$ cat src/rtl/core/led_mbc_pkg.sv
`default_nettype none

package led_mbc_pkg;

	localparam int MODE_W     = 6;
	localparam int CMD_W      = 8;
	localparam int HALF_W     = 16;
	localparam int CFG_IDX_W  = 8;
	localparam int CFG_DATA_W = 16;

	// mode bit positions
	localparam int B_ON      = 0;
	localparam int B_OFF     = 1;
	localparam int B_BLINK   = 2;
	localparam int B_UNBLINK = 3;
	localparam int B_SLOW    = 4;
	localparam int B_FAST    = 5;

	localparam logic [MODE_W-1:0] BLINK_ANY  = 6'b110100;
	localparam logic [MODE_W-1:0] MODE_RESET = 6'b000010;

	localparam logic OP_COMMAND = 1'b0;
	localparam logic OP_TICK    = 1'b1;

	localparam logic [CFG_IDX_W-1:0] CFG_INVERT = 8'd0;
	localparam logic [CFG_IDX_W-1:0] CFG_NORMAL = 8'd1;
	localparam logic [CFG_IDX_W-1:0] CFG_SLOW   = 8'd2;
	localparam logic [CFG_IDX_W-1:0] CFG_FAST   = 8'd3;

	localparam logic [HALF_W-1:0] NORMAL_RESET = 16'd50;
	localparam logic [HALF_W-1:0] SLOW_RESET   = 16'd500;
	localparam logic [HALF_W-1:0] FAST_RESET   = 16'd167;

	typedef enum logic [1:0] {
		PEND_NONE  = 2'd0,
		PEND_LIGHT = 2'd1,
		PEND_DARK  = 2'd2
	} pend_t;

	typedef struct packed {
		logic              invert_drive;
		logic [HALF_W-1:0] normal_half_ms;
		logic [HALF_W-1:0] slow_half_ms;
		logic [HALF_W-1:0] fast_half_ms;
	} cfg_t;

	typedef struct packed {
		logic             operation;
		logic [CMD_W-1:0] command_bits;
	} item_t;

endpackage

`default_nettype wire

$ cat src/rtl/core/led_mbc_cfg.sv
`default_nettype none

module led_mbc_cfg (
	input  wire                                  clk,
	input  wire                                  arst_n,
	input  wire                                  cfg_valid,
	output logic                                 cfg_ready,
	input  wire  [led_mbc_pkg::CFG_IDX_W-1:0]    cfg_index,
	input  wire  [led_mbc_pkg::CFG_DATA_W-1:0]   cfg_data,
	output led_mbc_pkg::cfg_t                    cfg
);

	led_mbc_pkg::cfg_t cfg_q;

	assign cfg_ready = 1'b1;
	assign cfg = cfg_q;

	always_ff @(posedge clk or negedge arst_n) begin
		if (!arst_n) begin
			cfg_q.invert_drive   <= 1'b0;
			cfg_q.normal_half_ms <= led_mbc_pkg::NORMAL_RESET;
			cfg_q.slow_half_ms   <= led_mbc_pkg::SLOW_RESET;
			cfg_q.fast_half_ms   <= led_mbc_pkg::FAST_RESET;
		end else if (cfg_valid && cfg_ready) begin
			unique case (cfg_index)
				led_mbc_pkg::CFG_INVERT: cfg_q.invert_drive   <= cfg_data[0];
				led_mbc_pkg::CFG_NORMAL: cfg_q.normal_half_ms <= cfg_data;
				led_mbc_pkg::CFG_SLOW:   cfg_q.slow_half_ms   <= cfg_data;
				led_mbc_pkg::CFG_FAST:   cfg_q.fast_half_ms   <= cfg_data;
				default: ;
			endcase
		end
	end

endmodule

`default_nettype wire

$ cat src/rtl/core/led_mbc_in.sv
`default_nettype none

module led_mbc_in (
	input  wire                               clk,
	input  wire                               arst_n,
	input  wire                               cmd_valid,
	output logic                              cmd_stall,
	input  wire                               operation,
	input  wire  [led_mbc_pkg::CMD_W-1:0]     command_bits,
	input  wire                               out_free,
	output logic                              fire,
	output led_mbc_pkg::item_t                item
);

	logic               valid_s1;
	led_mbc_pkg::item_t item_s1;

	assign fire      = valid_s1 && out_free;
	assign cmd_stall = valid_s1 && !out_free;
	assign item      = item_s1;

	always_ff @(posedge clk or negedge arst_n) begin
		if (!arst_n) begin
			valid_s1 <= 1'b0;
		end else if (cmd_valid && !cmd_stall) begin
			valid_s1 <= 1'b1;
		end else if (fire) begin
			valid_s1 <= 1'b0;
		end
	end

	always_ff @(posedge clk) begin
		if (cmd_valid && !cmd_stall) begin
			item_s1.operation    <= operation;
			item_s1.command_bits <= command_bits;
		end
	end

endmodule

`default_nettype wire

$ cat src/rtl/core/led_mbc_step.sv
`default_nettype none

module led_mbc_step #(
	parameter int COUNT_BITS = 16
) (
	input  wire                               clk,
	input  wire                               arst_n,
	input  wire                               fire,
	input  led_mbc_pkg::item_t                item,
	input  led_mbc_pkg::cfg_t                 cfg,
	input  wire                               res_stall,
	output logic                              out_free,
	output logic                              res_valid,
	output logic                              rejected,
	output logic [led_mbc_pkg::MODE_W-1:0]    mode_bits,
	output logic                              pin_level
);

	logic [led_mbc_pkg::MODE_W-1:0] mode_q, mode_d;
	logic                           lit_q, lit_d;
	led_mbc_pkg::pend_t             pend_q, pend_d;
	logic [COUNT_BITS-1:0]          cnt_q, cnt_d;
	logic [COUNT_BITS-1:0]          half_q, half_d;

	logic                           res_valid_q;
	logic                           rejected_q;
	logic [led_mbc_pkg::MODE_W-1:0] mode_bits_q;
	logic                           pin_level_q;

	logic [led_mbc_pkg::MODE_W-1:0] v;
	logic                           rej;
	logic [led_mbc_pkg::HALF_W-1:0] half_sel;
	logic [COUNT_BITS-1:0]          half_clip;
	logic [COUNT_BITS-1:0]          cnt_dec;

	assign v   = item.command_bits[led_mbc_pkg::MODE_W-1:0];
	assign rej = (v[led_mbc_pkg::B_ON] && v[led_mbc_pkg::B_OFF]) ||
		((|(v & led_mbc_pkg::BLINK_ANY)) && v[led_mbc_pkg::B_UNBLINK]);

	// last blink kind in the order normal, slow, fast wins
	always_comb begin
		priority if (v[led_mbc_pkg::B_FAST]) begin
			half_sel = cfg.fast_half_ms;
		end else if (v[led_mbc_pkg::B_SLOW]) begin
			half_sel = cfg.slow_half_ms;
		end else begin
			half_sel = cfg.normal_half_ms;
		end
	end

	// saturate to the counter range
	if (COUNT_BITS >= led_mbc_pkg::HALF_W) begin : g_wide
		assign half_clip = COUNT_BITS'(half_sel);
	end else begin : g_narrow
		assign half_clip = (|half_sel[led_mbc_pkg::HALF_W-1:COUNT_BITS]) ?
			{COUNT_BITS{1'b1}} : half_sel[COUNT_BITS-1:0];
	end

	assign cnt_dec = (cnt_q != '0) ? (cnt_q - COUNT_BITS'(1)) : '0;

	always_comb begin
		mode_d = mode_q;
		lit_d  = lit_q;
		pend_d = pend_q;
		cnt_d  = cnt_q;
		half_d = half_q;
		if (item.operation == led_mbc_pkg::OP_COMMAND) begin
			if (!rej) begin
				mode_d = mode_q | v;
				if (v[led_mbc_pkg::B_ON]) begin
					lit_d = 1'b1;
					mode_d[led_mbc_pkg::B_OFF] = 1'b0;
				end
				if (v[led_mbc_pkg::B_OFF]) begin
					lit_d = 1'b0;
					mode_d[led_mbc_pkg::B_ON] = 1'b0;
				end
				if (|(v & led_mbc_pkg::BLINK_ANY)) begin
					half_d = half_clip;
					lit_d  = mode_d[led_mbc_pkg::B_ON];
					pend_d = mode_d[led_mbc_pkg::B_ON] ?
						led_mbc_pkg::PEND_DARK : led_mbc_pkg::PEND_LIGHT;
					cnt_d  = half_clip;
					mode_d[led_mbc_pkg::B_UNBLINK] = 1'b0;
				end
				if (v[led_mbc_pkg::B_UNBLINK]) begin
					pend_d = led_mbc_pkg::PEND_NONE;
					cnt_d  = '0;
					lit_d  = mode_d[led_mbc_pkg::B_ON];
					mode_d = mode_d & ~led_mbc_pkg::BLINK_ANY;
				end
			end
		end else begin
			unique case (pend_q)
				led_mbc_pkg::PEND_LIGHT,
				led_mbc_pkg::PEND_DARK: begin
					if (cnt_dec == '0) begin
						lit_d  = (pend_q == led_mbc_pkg::PEND_LIGHT);
						pend_d = (pend_q == led_mbc_pkg::PEND_LIGHT) ?
							led_mbc_pkg::PEND_DARK : led_mbc_pkg::PEND_LIGHT;
						cnt_d  = half_q;
					end else begin
						cnt_d = cnt_dec;
					end
				end
				default: ;
			endcase
		end
	end

	always_ff @(posedge clk or negedge arst_n) begin
		if (!arst_n) begin
			mode_q <= led_mbc_pkg::MODE_RESET;
			lit_q  <= 1'b0;
			pend_q <= led_mbc_pkg::PEND_NONE;
			cnt_q  <= '0;
			half_q <= '0;
		end else if (fire) begin
			mode_q <= mode_d;
			lit_q  <= lit_d;
			pend_q <= pend_d;
			cnt_q  <= cnt_d;
			half_q <= half_d;
		end
	end

	assign out_free = !res_valid_q || !res_stall;

	always_ff @(posedge clk or negedge arst_n) begin
		if (!arst_n) begin
			res_valid_q <= 1'b0;
		end else if (out_free) begin
			res_valid_q <= fire;
		end
	end

	always_ff @(posedge clk) begin
		if (fire && out_free) begin
			rejected_q  <= (item.operation == led_mbc_pkg::OP_COMMAND) && rej;
			mode_bits_q <= mode_d;
			pin_level_q <= cfg.invert_drive ? lit_d : !lit_d;
		end
	end

	assign res_valid = res_valid_q;
	assign rejected  = rejected_q;
	assign mode_bits = mode_bits_q;
	assign pin_level = pin_level_q;

endmodule

`default_nettype wire

$ cat src/rtl/core/led_mode_blink_controller.sv
// an accepted command or tick yields one result word
// throughput: one word per cycle while res_stall is low, set by the single state update stage
// input register, then state update and result register in one pass
// reset: asynchronous, active low; lit state dark, off mode kept, no toggle pending
// registers return to invert 0 and half periods 50, 500 and 167 ticks
`default_nettype none

module led_mode_blink_controller #(
	parameter int COUNT_BITS = 16
) (
	input  wire                                 clk,
	input  wire                                 arst_n,
	input  wire                                 cmd_valid,
	output logic                                cmd_stall,
	input  wire                                 operation,
	input  wire  [led_mbc_pkg::CMD_W-1:0]       command_bits,
	output logic                                res_valid,
	input  wire                                 res_stall,
	output logic                                rejected,
	output logic [led_mbc_pkg::MODE_W-1:0]      mode_bits,
	output logic                                pin_level,
	input  wire                                 cfg_valid,
	output logic                                cfg_ready,
	input  wire  [led_mbc_pkg::CFG_IDX_W-1:0]   cfg_index,
	input  wire  [led_mbc_pkg::CFG_DATA_W-1:0]  cfg_data
);

	led_mbc_pkg::cfg_t  cfg;
	led_mbc_pkg::item_t item;
	logic               fire;
	logic               out_free;

	led_mbc_cfg u_cfg (
		.clk       (clk),
		.arst_n    (arst_n),
		.cfg_valid (cfg_valid),
		.cfg_ready (cfg_ready),
		.cfg_index (cfg_index),
		.cfg_data  (cfg_data),
		.cfg       (cfg)
	);

	led_mbc_in u_in (
		.clk          (clk),
		.arst_n       (arst_n),
		.cmd_valid    (cmd_valid),
		.cmd_stall    (cmd_stall),
		.operation    (operation),
		.command_bits (command_bits),
		.out_free     (out_free),
		.fire         (fire),
		.item         (item)
	);

	led_mbc_step #(
		.COUNT_BITS (COUNT_BITS)
	) u_step (
		.clk       (clk),
		.arst_n    (arst_n),
		.fire      (fire),
		.item      (item),
		.cfg       (cfg),
		.res_stall (res_stall),
		.out_free  (out_free),
		.res_valid (res_valid),
		.rejected  (rejected),
		.mode_bits (mode_bits),
		.pin_level (pin_level)
	);

endmodule

`default_nettype wire

$ cat config.mk
export PLATFORM = sky130hd
export DESIGN_NAME = led_mode_blink_controller
export DESIGN_NICKNAME = d
export VERILOG_FILES = /design/src/rtl/core/led_mbc_pkg.sv /design/src/rtl/core/led_mbc_cfg.sv /design/src/rtl/core/led_mbc_in.sv /design/src/rtl/core/led_mbc_step.sv /design/src/rtl/core/led_mode_blink_controller.sv
export SDC_FILE = /design/constraint.sdc
export NUM_CORES = 1
export LEC_CHECK = 0
export BUFFER_PORTS_ARGS = -buffer_cell sky130_fd_sc_hd__buf_2
export CAP_MARGIN = 0
export CORE_AREA = 2 2 110 112
export DETAILED_ROUTE_END_ITERATION = 7
export DIE_AREA = 0 0 112 114
export GPL_TIMING_DRIVEN = 0
export SLEW_MARGIN = 30
export SYNTH_ARGS = -nofsm -noshare
export SYNTH_HDL_FRONTEND = slang
export SYNTH_SLANG_ARGS = --single-unit
$ cat constraint.sdc
create_clock -name clk -period 2.9 [get_ports clk]
set_input_delay 0.29 -clock clk [delete_from_list [all_inputs] [get_ports clk]]
set_output_delay 0.29 -clock clk [all_outputs]
set_load 0.03 [all_outputs]
==> flow_summary.toml <==
[drt]
drc = 0
viasPerCell = 5.55
via_count = 3813
route.detailed.wl_per_inst_um = 16.9
drt-initial-drc-count = 188
ant_nets = 0
finalWirelength_um = 11600
drtPass1Iterations = 4

[place]
place_area_mm2 = 0.00573
io_buffers = 45
place_congestion = 0.799
post-dp-hpwl_um = 8240

[critical_path]
cp-end-kind = "register"
arrival_ns = 3.03
worstReg2RegStart = "u_step.cnt_q[0]$_DFFE_PN0P_"
worstPathMaxFanout = 9
path_class = "register to register"
required_ns = 3.19
rr_endpoint = "u_step.cnt_q[3]$_DFFE_PN0P_"
rrSetupSlack_ns = 0.16
cp-start-kind = "register"
crit_end = "u_step.cnt_q[3]$_DFFE_PN0P_"
r2r_cells = 9
crit_start = "u_step.cnt_q[0]$_DFFE_PN0P_"

[sta]
setup_viol = 0
setup_tns_ns = 0
finalWorstPathRequiredPeriod_ns = 2.74
rsz0062_at_grt = "no"
fmax_mhz = 364
worst_pin_slew_ns = 0.807
final_max_slew_viol_count = 0
finalCritPeriodShare_pct = 94.6
relSlewSlack_pct = 46.2
clock_skew_ns = 0.00614
hold_viol = 0

[synthesis]
ys_warn_count = 0
syn_inst = 477
avgSynthCellArea_um2 = 11.1
synthTopCellsByArea = "dfrtp_1 36%, mux2_2 11%, edfxtp_1 8.5%"
synth_edf_count = 15
ys_types = 72
synthesis.nets = 517
synth_area_mm2 = 0.00529
synth_async_sr_flop_share_pct = 86.0
synth_top_cell_area_share_pct = 36.4
ys_seq_elements = 107
synth_ff_type = "dfrtp_1"
synth_top_cell_by_area = "dfrtp_1"
synth_seq_area_share_pct = 52.4

[floorplanning]
ios = 49
fp.dieH_um = 114
rows = 40
die_w_um = 112
coreArea_mm2 = 0.0117
fp.dieArea_mm2 = 0.0128
start_util_pct = 45.1

[power]
internal-power_mw = 2.88
pwr-share-comb_pct = 28.2
ir_drop_mv = 0.419
p_per_area_mw_per_mm2 = 735
power_frac_seq_pct = 43.7
power.switching_mw = 1.58
p_leak_nw = 2.67
clock_power_share_pct = 28.1
switching_share_pct = 35.4

[finish]
final_nets = 575
drive_gt1_share_pct = 31.9
final_common_cell = "dfrtp_1"
final_cell_mix = "77 x dfrtp_1, 64 x nand2_1, 52 x mux2_2, 49 x buf_2, 42 x o21ai_0"
stdcell_area_mm2 = 0.00606
syn2layout_area_growth_pct = 14.7
diodes = 0
final_core_util_pct = 51.8

[run_status]
status = "finished clean"

[global_routing]
track_usage_pct = 19.2
gr-total-overflow = 0
grt_first_pass_wirelength_um = 19300
grt_max_degree = 58
grt_pass1_vias = 3760
grt_antenna_before_repair = 0

[cts]
cts_made_buffers = 9
cts_tree = "yes"
clk_pin_slew_ns = 0.08
cts-htree-levels = 3
cts_sinks = 107
cts_root_buffer = "clkbuf_16"
cts_buffer_depth = 2
worst_skew_pair.late_latency_ns = 0.35

[hold_path]
min_path_type = "input pin to register"

[run]
maxCapViolCount = 0
[worst max-delay path, stage by stage (launching register included)]
cell and delay (ns):
dfrtp_1 0.48, inv_1 0.07, ha_1 0.31, nor4bb_2 0.35, nand4_1 0.16, a211oi_2 0.30, a41oi_2 0.24, nor2_2 0.43
a21oi_1 0.20, o21ai_2 0.13
[final cells by class]
cell class | instances | area, um2
inverter | 11 | 41.3
clock inverter | 7 | 81.3
buffer | 24 | 151
multi-input combinational | 335 | 2340
fill | 1107 | 5650
clock buffer | 9 | 225
timing repair buffer | 47 | 269
tap | 147 | 184
sequential | 107 | 2770
[power by group through the flow]
stage	clock network, mW	logic (mW)	registers, mW
after floorplan	0	0.888	1.97
after global placement	0	1.20	1.96
after detailed placement	0	1.23	1.97
after global routing	1.35	1.39	1.98
final	1.25	1.26	1.95
after CTS	1.27	1.23	1.94
[metal layers]
layer	GRT usage [%]	share of wire [%]	wire length [um]	vias up
met1	26.6	46	5340	1881
met3	3.29	4.1	473	16
met5	0	0	0	-
li1	-	-	-	1834
met2	30.9	48	5610	82
met4	6.67	1.8	212	0
[per-stage QoR]
step                      std cells  total power [mW]  hold WS (ns)  worst slack, ns
after floorplan                 477              2.85      -0.00559            0.613
after global placement          669              3.16         0.455           0.0966
after detailed placement        670              3.20         0.213           0.0638
after CTS                       687              4.44         0.109           0.0465
after global routing            687              4.72        0.0970           0.0302
final                           687              4.46         0.112            0.156
[flip-flops by register name, indices dropped and copies added, names as in the netlist, 2 cells and up]
signal / cells
u_step.cnt_q: 16
u_cfg.cfg: 49
u_step.pend_q: 2
u_step.mode_q: 6
u_step.mode_bits: 6
u_step.half_q: 16
u_in.item: 7
[cell families (layout without fill, tap and decap cells)]
family | count (synthesis) | in the layout | share of synthesized area (%)
flip-flops | 107 | 107 | 52.4
adder cells (fa/ha/maj) | 2 | 2 | 0.473
other | 1 | 1 | 0.0709
XOR/XNOR | 10 | 10 | 1.66
AO/OA/AOI/OAI | 123 | 123 | 14.8
buffers and inverters | 35 | 98 | 3.64
AND/OR/NAND/NOR | 130 | 130 | 12.6
multiplexers | 69 | 69 | 14.3
[worst min path at each step]
stage / start / endpoint / slack (ns) / depth (start not counted)
6_report: command_bits[4] / u_in.item[4]$_DFFE_PP_ / 0.11 / 1
5_1_grt: command_bits[4] / u_in.item[4]$_DFFE_PP_ / 0.1 / 1
4_1_cts: command_bits[1] / u_in.item[1]$_DFFE_PP_ / 0.11 / 1
3_5_place_dp: arst_n / u_step.mode_q[0]$_DFFE_PN0P_ / 0.21 / 1
3_3_place_gp: u_step.mode_q[1]$_DFFE_PN1P_ / u_step.mode_q[1]$_DFFE_PN1P_ / 0.45 / 2
2_1_floorplan: arst_n / u_cfg.cfg[10]$_DFFE_PN0P_ / -0.006 / 0
[what timing repair did]
action                                 4_1_cts  5_1_grt
setup endpoints to repair                    0       12
buffers inserted                             0        0
endpoints found under the hold margin       22        0
resized for setup                            0        4
hold buffers                                 1        0
[Yosys cell counts (all sizes together) (3+ instances only)]
library cell,instances
dfrtp,77
nand2,64
o21ai,56
mux2,53
a21oi,39
nor2,22
mux2i,16
dfstp,15
edfxtp,15
buf,13
clkbuf,11
inv,9
nor3,9
nand3,5
nor4,5
xnor2,5
xor2,5
nand2b,4
nand4,4
o31ai,4
a21o,3
nor3b,3
o2bb2ai,3
(Power assumes the default switching activity.)
